### src/orfp_pkg.sv
// Shared constants and types for the obstacle record frame parser.
// Holds the slot geometry, the structs passed from the parser to the top level and the output word.
// No dependencies.
package orfp_pkg;

  // Number of obstacle slots held in each angle store.
  localparam int OBSTACLE_SLOTS = 512;
  // Longest distance field folded into the value; anything past four bytes is dropped.
  localparam int MAX_DISTANCE_BYTES = 4;
  localparam int DIST_KEEP = (MAX_DISTANCE_BYTES < 4) ? MAX_DISTANCE_BYTES : 4;
  localparam int SLOT_W = (OBSTACLE_SLOTS > 1) ? $clog2(OBSTACLE_SLOTS) : 1;

  // Write into one of the angle stores.
  typedef struct packed {
    logic              start_we;
    logic              end_we;
    logic [SLOT_W-1:0] addr;
    logic [15:0]       data;
  } orfp_wr_t;

  // Completed record: the slot to read back and the assembled distance.
  typedef struct packed {
    logic              valid;
    logic [SLOT_W-1:0] addr;
    logic [31:0]       distance;
  } orfp_rec_t;

  // One result word as held in the output and skid registers.
  typedef struct packed {
    logic [SLOT_W-1:0] slot;
    logic [31:0]       distance;
    logic [15:0]       end_angle;
    logic [15:0]       start_angle;
  } orfp_out_t;

endpackage

### src/orfp_parser.sv
// Frame parser for the obstacle record frame parser: tag decoding, distance
// assembly, slot counting and the idle timeout. Depends on orfp_pkg.
module orfp_parser (
  input  logic              clk,
  input  logic              rst,
  input  logic              item_valid,
  input  logic              mode,
  input  logic [7:0]        rx_byte,
  input  logic              cfg_we,
  input  logic [15:0]       cfg_wdata,
  output orfp_pkg::orfp_wr_t  wr,
  output orfp_pkg::orfp_rec_t rec
);
  import orfp_pkg::*;

  localparam logic [7:0]  TAG_NONE  = 8'd78;
  localparam logic [7:0]  TAG_START = 8'd83;
  localparam logic [7:0]  TAG_END   = 8'd69;
  localparam logic [7:0]  TAG_DIST  = 8'd68;

  localparam logic [1:0]  KIND_NONE  = 2'd0;
  localparam logic [1:0]  KIND_START = 2'd1;
  localparam logic [1:0]  KIND_END   = 2'd2;
  localparam logic [1:0]  KIND_DIST  = 2'd3;

  localparam logic [1:0]  POS_TAG  = 2'd0;
  localparam logic [1:0]  POS_ONE  = 2'd1;
  localparam logic [1:0]  POS_TWO  = 2'd2;
  localparam logic [1:0]  POS_MORE = 2'd3;

  localparam logic [16:0] IDLE_MAX      = 17'h1FFFF;
  localparam logic [15:0] TIMEOUT_RESET = 16'd500;
  localparam logic [SLOT_W-1:0] SLOT_LAST = SLOT_W'(OBSTACLE_SLOTS - 1);

  logic [15:0]       idle_timeout_ms;
  logic [1:0]        frame_kind, frame_kind_next;
  logic [1:0]        byte_position, byte_position_next;
  logic [7:0]        low_byte_hold, low_byte_hold_next;
  logic [7:0]        distance_length, distance_length_next;
  logic [7:0]        distance_bytes_seen, distance_bytes_seen_next;
  logic [31:0]       distance_accum, distance_accum_next;
  logic [SLOT_W-1:0] current_slot, current_slot_next;
  logic [16:0]       idle_ticks, idle_ticks_next;
  logic              timer_running, timer_running_next;

  logic [SLOT_W-1:0] slot_eff;
  logic [7:0]        need;
  logic              finish;

  // Configuration register.
  always_ff @(posedge clk) begin
    if (rst) begin
      idle_timeout_ms <= TIMEOUT_RESET;
    end else if (cfg_we) begin
      idle_timeout_ms <= cfg_wdata;
    end
  end

  // Slot after the timeout check, and the byte count a distance needs.
  assign slot_eff = (idle_ticks > {1'b0, idle_timeout_ms}) ? '0 : current_slot;
  assign need     = (distance_length == 8'd0) ? 8'd1 : distance_length;

  // Next state for one word.
  always_comb begin
    frame_kind_next          = frame_kind;
    byte_position_next       = byte_position;
    low_byte_hold_next       = low_byte_hold;
    distance_length_next     = distance_length;
    distance_bytes_seen_next = distance_bytes_seen;
    distance_accum_next      = distance_accum;
    current_slot_next        = current_slot;
    idle_ticks_next          = idle_ticks;
    timer_running_next       = timer_running;
    finish                   = 1'b0;
    wr                       = '0;
    wr.addr                  = slot_eff;
    wr.data                  = {rx_byte, low_byte_hold};

    if (item_valid && mode) begin
      // Millisecond tick: count idle time once the first byte has arrived.
      if (timer_running && idle_ticks != IDLE_MAX) begin
        idle_ticks_next = idle_ticks + 17'd1;
      end
    end else if (item_valid) begin
      current_slot_next  = slot_eff;
      idle_ticks_next    = '0;
      timer_running_next = 1'b1;
      case (byte_position)
        POS_TAG: begin
          if (rx_byte == TAG_NONE) begin
            frame_kind_next = KIND_NONE;
          end else if (rx_byte == TAG_START) begin
            frame_kind_next    = KIND_START;
            byte_position_next = POS_ONE;
          end else if (rx_byte == TAG_END) begin
            frame_kind_next    = KIND_END;
            byte_position_next = POS_ONE;
          end else if (rx_byte == TAG_DIST) begin
            frame_kind_next    = KIND_DIST;
            byte_position_next = POS_ONE;
          end
        end
        POS_ONE: begin
          if (frame_kind == KIND_START || frame_kind == KIND_END) begin
            low_byte_hold_next = rx_byte;
            byte_position_next = POS_TWO;
          end else if (frame_kind == KIND_DIST) begin
            distance_length_next = rx_byte;
            byte_position_next   = POS_TWO;
          end else begin
            byte_position_next = POS_TAG;
          end
        end
        POS_TWO: begin
          if (frame_kind == KIND_START) begin
            wr.start_we        = 1'b1;
            frame_kind_next    = KIND_NONE;
            byte_position_next = POS_TAG;
          end else if (frame_kind == KIND_END) begin
            wr.end_we          = 1'b1;
            frame_kind_next    = KIND_NONE;
            byte_position_next = POS_TAG;
          end else if (frame_kind == KIND_DIST) begin
            // First distance byte restarts the value.
            distance_accum_next      = {24'd0, rx_byte};
            distance_bytes_seen_next = 8'd1;
            if (need <= 8'd1) begin
              finish = 1'b1;
            end else begin
              byte_position_next = POS_MORE;
            end
          end else begin
            byte_position_next = POS_TAG;
          end
        end
        default: begin
          if (frame_kind == KIND_DIST) begin
            // Later distance bytes fill the upper lanes until the value is full.
            if (distance_bytes_seen < 8'(DIST_KEEP)) begin
              case (distance_bytes_seen[1:0])
                2'd0:    distance_accum_next[7:0]   = distance_accum[7:0]   | rx_byte;
                2'd1:    distance_accum_next[15:8]  = distance_accum[15:8]  | rx_byte;
                2'd2:    distance_accum_next[23:16] = distance_accum[23:16] | rx_byte;
                default: distance_accum_next[31:24] = distance_accum[31:24] | rx_byte;
              endcase
            end
            if (distance_bytes_seen != 8'hFF) begin
              distance_bytes_seen_next = distance_bytes_seen + 8'd1;
            end
            if (distance_bytes_seen_next >= need) begin
              finish = 1'b1;
            end
          end else begin
            byte_position_next = POS_TAG;
          end
        end
      endcase

      // A completed distance closes the record and moves to the next slot.
      if (finish) begin
        current_slot_next  = (slot_eff == SLOT_LAST) ? '0 : slot_eff + SLOT_W'(1);
        frame_kind_next    = KIND_NONE;
        byte_position_next = POS_TAG;
      end
    end

    rec.valid    = finish;
    rec.addr     = slot_eff;
    rec.distance = distance_accum_next;
  end

  // Parser state registers.
  always_ff @(posedge clk) begin
    if (rst) begin
      frame_kind          <= KIND_NONE;
      byte_position       <= POS_TAG;
      low_byte_hold       <= '0;
      distance_length     <= '0;
      distance_bytes_seen <= '0;
      distance_accum      <= '0;
      current_slot        <= '0;
      idle_ticks          <= '0;
      timer_running       <= 1'b0;
    end else begin
      frame_kind          <= frame_kind_next;
      byte_position       <= byte_position_next;
      low_byte_hold       <= low_byte_hold_next;
      distance_length     <= distance_length_next;
      distance_bytes_seen <= distance_bytes_seen_next;
      distance_accum      <= distance_accum_next;
      current_slot        <= current_slot_next;
      idle_ticks          <= idle_ticks_next;
      timer_running       <= timer_running_next;
    end
  end

endmodule

### config.mk
export PLATFORM = sky130hd
export DESIGN_NAME = orfp_parser
export DESIGN_NICKNAME = d
export VERILOG_FILES = /design/src/orfp_pkg.sv /design/src/orfp_parser.sv
export SDC_FILE = /design/constraint.sdc
export NUM_CORES = 1
export LEC_CHECK = 0
export BUFFER_PORTS_ARGS = -buffer_cell sky130_fd_sc_hd__buf_4
export CORE_ASPECT_RATIO = 1.5
export CORE_MARGIN = 10
export CORE_UTILIZATION = 60
export CTS_BUF_LIST = sky130_fd_sc_hd__clkbuf_8
export DETAILED_ROUTE_END_ITERATION = 7
export PLACE_DENSITY_LB_ADDON = 0.3
export SLEW_MARGIN = 15
export SYNTH_ARGS = -nofsm -noshare
export SYNTH_HDL_FRONTEND = slang
export SYNTH_SLANG_ARGS = --single-unit
### constraint.sdc
create_clock -name clk -period 6.7 [get_ports clk]
set_input_delay 0.335 -clock clk [delete_from_list [all_inputs] [get_ports clk]]
set_output_delay 0.335 -clock clk [all_outputs]
set_load 0.02 [all_outputs]
# After elaboration in Yosys (flattened, before gate mapping)
# Index checks and enable logic that the tools add are counted.
# W data, S select, Z words.
[classes]
add_sub_neg = 3
n_mul = 0
div_mod_pow = 0
n_lt_le_gt_ge = 4
n_eq_ne = 23
shift = 0
muxes = 67
bitwise = 7
n_reduce_logical = 18
[ops]
columns = ["cell", "count"]
rows = [
  ["$mux W32", 7],
  ["$mux W8", 14],
  ["$pmux W32 S2", 1],
  ["$mux W17", 3],
  ["$mux W2", 22],
  ["$eq A8 B7 Y1 const B", 4],
  ["$or A8 B8 Y8", 4],
  ["$mux W9", 3],
  ["$add A17 B1 Y17 const B", 1],
  ["$gt A17 B16 Y1", 1],
  ["$ne A17 B17 Y1 const B", 1],
  ["$pmux W8 S2", 1],
  ["$mux W1", 13],
  ["$ne A6 B6 Y1 const B", 2],
  ["$reduce_and A6 Y1", 2],
  ["$reduce_and A5 Y1", 2],
  ["$add A9 B1 Y9 const B", 1],
  ["$eq A9 B9 Y1 const B", 1],
  ["$add A8 B1 Y8 const B", 1],
  ["$eq A2 B2 Y1 const B", 4],
  ["$ge A8 B8 Y1", 1],
  ["$le A8 B1 Y1 const B", 1],
  ["$logic_not A8 Y1", 1],
  ["$lt A8 B3 Y1 const B", 1],
  ["other kinds (21)", 30],
]
[totals]
regBits = 103
latchBits = 0
mem_bits_rw = 0
romBits = 0
inputBits = 29
out_inout_bits = 69
elab_cells = 132
n_memories = 0

# Depth between registers and ports, before layout
[depth]
depth_word = 14
depth_mapped = 16
mapped_depth_nobuf = 15

# Least setup slack after synthesis
# OpenSTA, ideal clock, no wires.
[synth_timing]
path_type = "reg-to-reg"
startpoint = "register idle_timeout_ms[15]"
endpoint = "register current_slot[6]"
setup_time_ns = 0.125
t_arrival_ns = 3.723
t_required_ns = 6.575
path_slack_ns = 2.852
path_stages_with_launch = 17
path_buffers = 1
period_less_slack_ns = 3.848
path_cell_list = "dfxtp_1 > inv_1 > ha_1 > a211oi_1 > o211ai_1 > a211o_1 > o21ai_0 > buf_1 > and2_1 > ha_1 > nand4_1 > nor3_1 > ha_1 > nor4bb_1 > a2111oi_4 > a311oi_1 > a21oi_1"
[synth_rtl]
columns = ["item", "line_no", "text"]
rows = [
  ["from (decl)", "orfp_parser.sv:35", "logic [15:0] idle_timeout_ms;"],
  ["from (signal assigned)", "orfp_parser.sv:55", "idle_timeout_ms <= cfg_wdata;"],
  ["to (signal assigned)", "orfp_parser.sv:191", "current_slot <= current_slot_next;"],
  ["to (decl)", "orfp_parser.sv:42", "logic [SLOT_W-1:0] current_slot, current_slot_next;"],
]

==> flow_metrics.tcl <==
set metrics [dict create \
    pwr_density_cell_nw_per_um2 182.3 \
    setup_tns_ps 0 \
    p_leak_nw 2.781 \
    post-cts-setup-buffers 0 \
    antenna_found_initial 0 \
    vias 5182 \
    drt-initial-drc-count 240 \
    postCtsHoldBufs 0 \
    worst-path-max-fanout 9 \
    grt.overflow.total 0 \
    syn_area_um2 5739 \
    synth-edff-count 0 \
    postRouteAntennaNets 0 \
    min_path_type "in -> reg" \
    drv_cap 0 \
    pwr-share-comb_pct 6.9 \
    place_congestion 0.8656 \
    root_buffer "clkbuf_8" \
    slew_viol_final 0 \
    clock_sink_count 103 \
    yosys-top-cells-count "dfxtp_1 (103), nor2_1 (69), nand2_1 (53)" \
    synth_ff_type "dfxtp_1" \
    finalCritPeriodShare_pct 61.83 \
    drc 0 \
    ys_seq_area_share_pct 35.93 \
    report.final.hold_viol_count 0 \
    post_cts_resized 0 \
    ys_warn_count 0 \
    netlist_top_cells_area "dfxtp_1 (36%), ha_1 (9.2%), nor2_1 (4.5%)" \
    cts_tree "built" \
    wl_per_cell_um 18.21 \
    seq_area_um2 2062 \
    clk_pin_slew_worst_paths_ps 100 \
    peakVddDrop_uv 175.2 \
    fmax_ghz 0.2414 \
    required_ps 6360 \
    start_kind "register" \
    grt_max_degree 64 \
    min_period_ps 4142 \
    syn_nets 743 \
    synthMostInstantiatedCell "dfxtp_1" \
    portBuffers 97 \
    first_global_vias 5139 \
    grt_use_total_pct 21.53 \
    worstMarginPinSlew_ps 993.0 \
    avgSynthCellArea_um2 8.541 \
    synthArstFlopShare_pct 0 \
    final-setup-viol-count 0 \
    endpoint_kind "output pin" \
    rsz0062_at_grt "no" \
    wirelength_mm 15.44 \
    crit_top_cell "nor2_1" \
    p_sw_mw 0.2720 \
    avgViaCountPerCell 6.111 \
    dieWidth_um 99.86 \
    path_cells "ha_1 -> nand3_1 -> nor2_1 -> nor3_1 -> xor2_1 -> ha_1 -> a21oi_1 -> o22ai_1 -> or2_0 -> nor2_1 -> nor2_1 -> buf_4" \
    place_hpwl_mm 11.45 \
    syn_to_final_growth_pct 15.20 \
    synth_top_area_cell "dfxtp_1" \
    h-tree-depth 3 \
    setup_slack_ps 2558 \
    diodes 0 \
    preCtsSetupSlack_ps 2757 \
    maxSlewHeadroom_pct 33.39 \
    fin_skew_ps 7.900 \
    drtPass1Iterations 5 \
    worst-path-buf-inv 1 \
    yosysTopAreaCellShare_pct 35.93 \
    layout.nets 802 \
    ys_seq_elements 103 \
    max_stage_delay_ps 560 \
    power_mw 1.205 \
    num_io_pins 98 \
    clk_path_buf_depth 2 \
    dieArea_um2 13960 \
    grt_pass1_wl_mm 25.03 \
    layout-drive-gt1-share_pct 17.80 \
    synth_cell_type_count 61 \
    start_util_pct 61.66 \
    p_int_mw 0.9334 \
    multi_input_area_um2 3256 \
    power.share.switching_pct 22.57 \
    row_count 43 \
    critPathTopFamily "simple AND/OR/NAND/NOR gates" \
    final_core_util_pct 71.03 \
    status "finished clean" \
    num-fill-cells 726 \
    critical_path_class "reg -> out" \
    die_y_um 139.8 \
    coreArea_um2 9308 \
    pwr-share-seq_pct 51.7 \
    synthCells 672 \
    p_clk_share_pct 41.5 \
    cts_buffers 9 \
    critical_path.slowest_cell "nor2_1" \
    clkLatencyLatePin_ps 380 \
    crit_arrival_ps 3810 \
]
-- cells by family after synthesis --
| logic type | count (synthesis) | share of synthesized area (%) |
|---|---|---|
| flops | 103 | 35.93 |
| fa+ha+maj | 42 | 9.156 |
| simple gates | 270 | 25.33 |
| buf+inv | 91 | 7.347 |
| mux | 27 | 4.796 |
| xor+xnor | 8 | 1.221 |
| compound gates | 131 | 16.22 |
-- per-layer routing --
metal / share of wire, % / vias to the layer above / GRT usage, %
met1: 37 / 2478 / 22.03
met4: 3.7 / 0 / 10.83
met3: 5.9 / 41 / 4.262
met2: 54 / 183 / 39.60
li1: - / 2480 / -
met5: 0 / - / 0
-- worst paths after layout --
path                                        from                         endpoint  slack, ps  cells after the start
max          distance_bytes_seen[1]$_SDFFE_PP0P_                          rec[41]       2560                     12
min                                 cfg_wdata[2]  idle_timeout_ms[2]$_SDFFE_PP1P_        160                      3
max reg2reg      idle_timeout_ms[6]$_SDFFE_PP1P_     current_slot[6]$_SDFFE_PP0P_       2600                     16
min reg2reg        low_byte_hold[4]$_SDFFE_PP0P_    low_byte_hold[4]$_SDFFE_PP0P_        470                      2
-- final cells by class --
cell class / instances / area share [%]
Clock buffer: 9 / 1.874
Clock inverter: 7 / 2.063
Inverter: 40 / 2.271
Multi-Input combinational cell: 478 / 49.24
Sequential cell: 103 / 31.19
Tap cell: 112 / 2.120
Timing Repair Buffer: 99 / 11.24
-- state kept, by name (all words and copies together), names as in the netlist --
signal               count
byte_position            2
current_slot             9
distance_accum          32
distance_bytes_seen      8
distance_length          8
frame_kind               2
idle_ticks              17
idle_timeout_ms         16
low_byte_hold            8
timer_running            1
-- power by group through the flow --
stage | clock, mW | sequential (mW) | combinational [mW]
6_report | 0.500 | 0.623 | 0.0827
5_1_grt | 0.528 | 0.624 | 0.0905
4_1_cts | 0.503 | 0.623 | 0.0824
3_5_place_dp | 0 | 0.637 | 0.0820
3_3_place_gp | 0 | 0.637 | 0.0798
2_1_floorplan | 0 | 0.636 | 0.0522
-- worst register-to-register path: cells and delay by family, from the launching register on --
kind | cells | cell delay, ps
flops | 1 | 320
compound gates | 6 | 1320
buf+inv | 2 | 300
simple gates | 5 | 1180
fa+ha+maj | 3 | 870
-- stage by stage --
| step | std cells | hold slack (ps) | cell area (um2) |
|---|---|---|---|
| after floorplan | 672 | 451.1 | 5739 |
| after global placement | 832 | 445.6 | 6351 |
| after detailed placement | 832 | 450.3 | 6351 |
| after CTS | 848 | 166.0 | 6611 |
| after global routing | 848 | 179.6 | 6611 |
| final | 848 | 164.9 | 6611 |
-- layout by cell type, fill, tap and decap left out, drive strengths merged, types with 3 or more instances in the layout --
cell	Yosys	routed
nor4	4	4
buf	29	99
o22ai	3	3
xor2	6	6
o21ai	16	16
or3	3	3
a21oi	35	35
nand4	12	12
mux2	4	4
and3	7	7
a31oi	8	8
a22o	27	27
nor2	69	69
nor3b	5	5
inv	39	40
dfxtp	103	103
and4	4	4
or2	3	3
and4b	4	4
nand4b	4	4
o211ai	10	10
and2	37	37
nor4bb	3	3
nand3	26	26
bufinv	0	4
o21a	3	3
nand2	53	53
nor3	17	17
a211oi	4	4
or4	6	6
a22oi	10	10
clkbuf	22	9
nand2b	7	7
mux2i	23	23
ha	42	42
(Power assumes the default switching activity.)
